## src/rtl/dda_grid_raycast_column_core_macros.svh

```systemverilog
// ----------------------------------------------------------------------------
// Assertion macros for the grid raycaster
// Implication checks, same cycle and next cycle, sampled on clk.
// ----------------------------------------------------------------------------
`ifndef DDA_GRID_RAYCAST_COLUMN_CORE_MACROS_SVH
`define DDA_GRID_RAYCAST_COLUMN_CORE_MACROS_SVH

// antecedent implies consequent in the same cycle
`define DDAGR_ASSERT_IMP(lbl, ante, cons, msg) \
  lbl: assert property (@(posedge clk) disable iff (!rst_n) (ante) |-> (cons)) \
    else $error(msg);

// antecedent implies consequent in the next cycle
`define DDAGR_ASSERT_NXT(lbl, ante, cons, msg) \
  lbl: assert property (@(posedge clk) disable iff (!rst_n) (ante) |=> (cons)) \
    else $error(msg);

`endif

```

## src/rtl/ddagr_pkg.sv

```systemverilog
// ----------------------------------------------------------------------------
// ddagr_pkg
// Types and constants shared by the raycaster modules.
// ----------------------------------------------------------------------------
package ddagr_pkg;

  localparam int DIV_DW = 31;  // dividend and quotient bits
  localparam int DIV_VW = 41;  // divisor bits
  localparam int DIV_CW = 5;

  localparam logic [40:0] DIST_BIG     = 41'h100_0000_0000;
  localparam logic [23:0] COLOUR_SIDE0 = 24'hFF0000;
  localparam logic [23:0] COLOUR_SIDE1 = 24'h00FF00;

  localparam logic OP_WRITE = 1'b0;
  localparam logic OP_CAST  = 1'b1;

  localparam logic [2:0] REG_SCREEN_WIDTH  = 3'd0;
  localparam logic [2:0] REG_SCREEN_HEIGHT = 3'd1;
  localparam logic [2:0] REG_POS_X         = 3'd2;
  localparam logic [2:0] REG_POS_Y         = 3'd3;
  localparam logic [2:0] REG_DIR_X         = 3'd4;
  localparam logic [2:0] REG_DIR_Y         = 3'd5;
  localparam logic [2:0] REG_PLANE_X       = 3'd6;
  localparam logic [2:0] REG_PLANE_Y       = 3'd7;

  typedef enum logic [3:0] {
    S_CLEAR,
    S_IDLE,
    S_CAM,
    S_MULX,
    S_MULY,
    S_RAYY,
    S_DX,
    S_PREY,
    S_DY,
    S_SIDEX,
    S_SIDEY,
    S_STEP,
    S_TEST,
    S_HDIV,
    S_ROWS
  } state_t;

  typedef struct packed {
    logic              start;
    logic [DIV_DW-1:0] dividend;
    logic [DIV_VW-1:0] divisor;
  } div_req_t;

  typedef struct packed {
    logic              busy;
    logic              done;
    logic [DIV_DW-1:0] quot;
  } div_rsp_t;

endpackage

```

## src/rtl/ddagr_div.sv

```systemverilog
// ----------------------------------------------------------------------------
// ddagr_div
// Restoring unsigned divider, one quotient bit per cycle.
// ----------------------------------------------------------------------------
module ddagr_div import ddagr_pkg::*; (
  input  logic     clk,
  input  logic     rst_n,
  input  div_req_t req,
  output div_rsp_t rsp
);

  logic [DIV_CW-1:0] cnt_r;
  logic              done_r;
  logic [DIV_VW-1:0] acc_r;
  logic [DIV_DW-1:0] q_r;
  logic [DIV_VW-1:0] dvs_r;
  logic [DIV_VW:0]   trial;

  assign trial = {acc_r, q_r[DIV_DW-1]};

  always_ff @(posedge clk) begin
    if (!rst_n) begin
      cnt_r  <= '0;
      done_r <= 1'b0;
    end else begin
      done_r <= 1'b0;
      if (req.start) begin
        cnt_r <= DIV_CW'(DIV_DW);
      end else if (cnt_r != '0) begin
        cnt_r <= cnt_r - 1'b1;
        if (cnt_r == DIV_CW'(1)) begin
          done_r <= 1'b1;
        end
      end
    end
  end

  always_ff @(posedge clk) begin
    if (req.start) begin
      acc_r <= '0;
      q_r   <= req.dividend;
      dvs_r <= req.divisor;
    end else if (cnt_r != '0) begin
      if (trial >= {1'b0, dvs_r}) begin
        acc_r <= DIV_VW'(trial - {1'b0, dvs_r});
        q_r   <= {q_r[DIV_DW-2:0], 1'b1};
      end else begin
        acc_r <= trial[DIV_VW-1:0];
        q_r   <= {q_r[DIV_DW-2:0], 1'b0};
      end
    end
  end

  assign rsp.busy = (cnt_r != '0);
  assign rsp.done = done_r;
  assign rsp.quot = q_r;

endmodule

```

## config.mk

```make
export PLATFORM = sky130hd
export DESIGN_NAME = ddagr_div
export DESIGN_NICKNAME = d
export VERILOG_FILES = /design/src/rtl/dda_grid_raycast_column_core_macros.svh /design/src/rtl/ddagr_pkg.sv /design/src/rtl/ddagr_div.sv
export SDC_FILE = /design/constraint.sdc
export NUM_CORES = 1
export LEC_CHECK = 0
export ABC_AREA = 1
export BUFFER_PORTS_ARGS = -buffer_cell sky130_fd_sc_hd__buf_4
export CORE_ASPECT_RATIO = 1.75
export CORE_UTILIZATION = 25
export DETAILED_ROUTE_END_ITERATION = 7
export GPL_ROUTABILITY_DRIVEN = 0
export MAX_ROUTING_LAYER = met4
export PLACE_DENSITY = 0.5
export SYNTH_ARGS = -nofsm -noshare
export SYNTH_HDL_FRONTEND = slang
export SYNTH_SLANG_ARGS = --single-unit
```

## constraint.sdc

```tcl
create_clock -name clk -period 5.28 [get_ports clk]
set_clock_uncertainty 0.05 [all_clocks]
set_input_delay 0.792 -clock clk [delete_from_list [all_inputs] [get_ports clk]]
set_output_delay 0.792 -clock clk [all_outputs]
set_load 0.03 [all_outputs]
```

==> flow_summary.toml <==
[status]
status = "finished clean"

[synthesis]
synth_seq_cells = 119
synth_top_cell_area_share_pct = 25.95
synthXorXnorAreaFrac_pct = 2.523
syn_avg_cell_area_um2 = 6.758
synth_mux_area_share_pct = 0
syn_nets = 1353
synth_top_family_by_area = "simple AND/OR/NAND/NOR gates"
synth_adder_area_share_pct = 6.847
ys_types = 39
synth_compound_area_share_pct = 4.129
syn-cell-area_um2 = 8333
ys_top_cells_by_area = "edfxtp_1 (26%), nand2_1 (22%), dfxtp_1 (11%), inv_1 (10%), ha_1 (6.6%)"
ys_warn_count = 0
yosysTopAreaCell = "edfxtp_1"
synthCells = 1233
synth.yosys.seq_area_share_pct = 37.24
synthSimpleGateAreaFrac_pct = 36.85

[die]
rows = 88
die_w_um = 140.0
fp.dieH_um = 243.5
start_util_pct = 25.31
coreArea_um2 = 32920
die-area_um2 = 34100
io_pins = 108

[finish]
final_cell_mix = "nand2_1 (490), inv_1 (223), buf_4 (110)"
final_cells = 1751
syn_to_final_growth_pct = 21.02
postLayoutCoreUtil_pct = 30.63
n_fill_cell = 3583
mostFrequentLayoutCell = "nand2_1"
drive_gt1_share_pct = 12.85
layout.nets = 1453
n_antenna_cell = 0

[setup_path]
critPathLaunchType = "register"
required_ps = 5620
worstPathMaxFanout = 44
critPathArrivalTime_ps = 3390
critPathMaxStageDelay_ps = 450
cp-startpoint = "q_r[30]"
cp_slowest_cell = "fa_1"
crit_top_cell = "nand2_1"
crit_path_end_kind = "register"
critPathKind = "register to register"
r2r_setup_slack_ps = 2230
cp_cell_sequence = "inv_1, ha_1, inv_1, fa_1, nand3_1, nand3_2, nand2_1, nand3_2, nand2_4, nand2_4, nand2_1, nand3_1, nand2_1"
r2r_start = "q_r[30]"
worstReg2RegEnd = "acc_r[31]"
reg2reg_depth = 13

[power_and_ir_drop]
power_leakage_nw = 5.291
total_power_mw = 2.703
p_per_area_nw_per_um2 = 268.0
ir_drop_uv = 225.6

[drt]
drt-met1-wl_um = 8784
drc = 0
viasPerCell = 4.390
wirelength_um = 25180
route.met3.wl_um = 850
highest-signal-layer = "met4"
wl_met2_um = 14360
dr.pass1.iters = 5
drtIter0Drc = 392
antenna_left = 0
routedWlPerCell_um = 14.38
num_vias = 7687

[global_route]
grt_pass1_vias = 7706
antenna_found_initial = 0
grt_start_max_net_pins = 50
grt_pass1_wl_um = 39630
grt_util_all_layers_pct = 15.80
grt_overflow = 0

[sta]
tns_ps = 0
fmax_mhz = 327.8
worstMarginPinSlew_ps = 1102
finalHoldWorstSlack_ps = 417.7
relSlewSlack_pct = 26.44
finalHoldViolations = 0
setup_viol = 0
slew_violations = 0
grt_setup_unrepaired = "no"
min_period_ps = 3051
fin_crit_sh_pct = 57.78

[clock_tree]
ctsLongestPathBuffers = 2
clockRootBuffer = "clkbuf_16"
cts_tree = "yes"
cts-hold-fix-buffers = 0
cts_setup_buffers = 0
cts_buffers = 17
cts_resized = 0
clk_pin_slew_worst_paths_ps = 60
insertion_delay_ps = 450
clock-sinks = 119
htree_num_levels = 4

[hold_path]
min_from = "acc_r[19]"
hold_depth = 2
holdPathEnd = "acc_r[19]"
hold_class = "register to register"

[placement]
port_buffers = 107
dpl.cell_count = 1719
hpwl_um = 19460

[flow_run]
maxCapViolCount = 0
==> power by group <==
part | total (mW) | internal [mW] | switching [mW]
combinational | 0.432 | 0.157 | 0.275
clock | 1.18 | 0.718 | 0.459
sequential | 1.09 | 1.06 | 0.0321
total | 2.70 | 1.94 | 0.766
==> layout make-up <==
type | count | area [µm²] | share of cell area [%]
Clock buffer | 21 | 460.4 | 4.566
Clock inverter | 11 | 125.1 | 1.241
Inverter | 230 | 863.3 | 8.561
Multi-Input combinational cell | 855 | 4200 | 41.65
Sequential cell | 119 | 3103 | 30.77
Tap cell | 405 | 506.7 | 5.025
Timing Repair Buffer | 110 | 825.8 | 8.189
==> flip-flops by register name (all words and copies together), names as in the netlist <==
register	cells
acc_r	41
cnt_r	5
done_r	1
dvs_r	41
q_r	31
==> cell usage after synthesis (all sizes together) <==
cell	n
nand2	503
xnor2	23
o21ai	25
ha	44
nor3b	1
and3	1
a221oi	1
a21o	1
dfxtp	47
nand3b	20
a21oi	29
edfxtp	72
nand3	100
a21boi	1
clkbuf	11
clkinv	6
inv	224
o211a	1
nand4	5
fa	1
xor2	1
o21bai	4
nor3	5
a31oi	1
buf	18
nor2	85
and2	3
==> worst max-delay path: cells and delay by family, from the launching register on <==
family        cells  cell delay [ps]
fa+ha+maj         2              590
simple gates      9             1760
flops             1              380
buf+inv           2              150
==> routing by layer <==
layer  global-route usage [%]  up-vias
met5                        -        -
met4                    9.502        0
li1                         -     3986
met3                    3.204       53
met2                    31.04      162
met1                    13.34     3486
==> through the flow <==
stage | setup slack (ps) | instance area [µm²]
after floorplan | 2608 | 8333
final | 2229 | 10080
after detailed placement | 2246 | 9499
after global placement | 2326 | 9499
after global routing | 1965 | 10080
after CTS | 2227 | 10080
==> worst max-delay path by stage <==
stage	endpoint	slack, ps	depth (start not counted)
finish	acc_r[31]	2230	13
CTS	acc_r[31]	2230	13
global placement	acc_r[39]	2330	13
global route	acc_r[9]	1970	13
detailed placement	acc_r[31]	2250	13
floorplan	q_r[0]	2610	6
==> cell families (layout without fill, tap and decap cells) <==
group,after synthesis,after routing
flops,119,119
fa+ha+maj,45,45
simple gates,723,723
buf+inv,259,372
xor+xnor,24,24
compound gates,63,63
(Power assumes the default switching activity.)
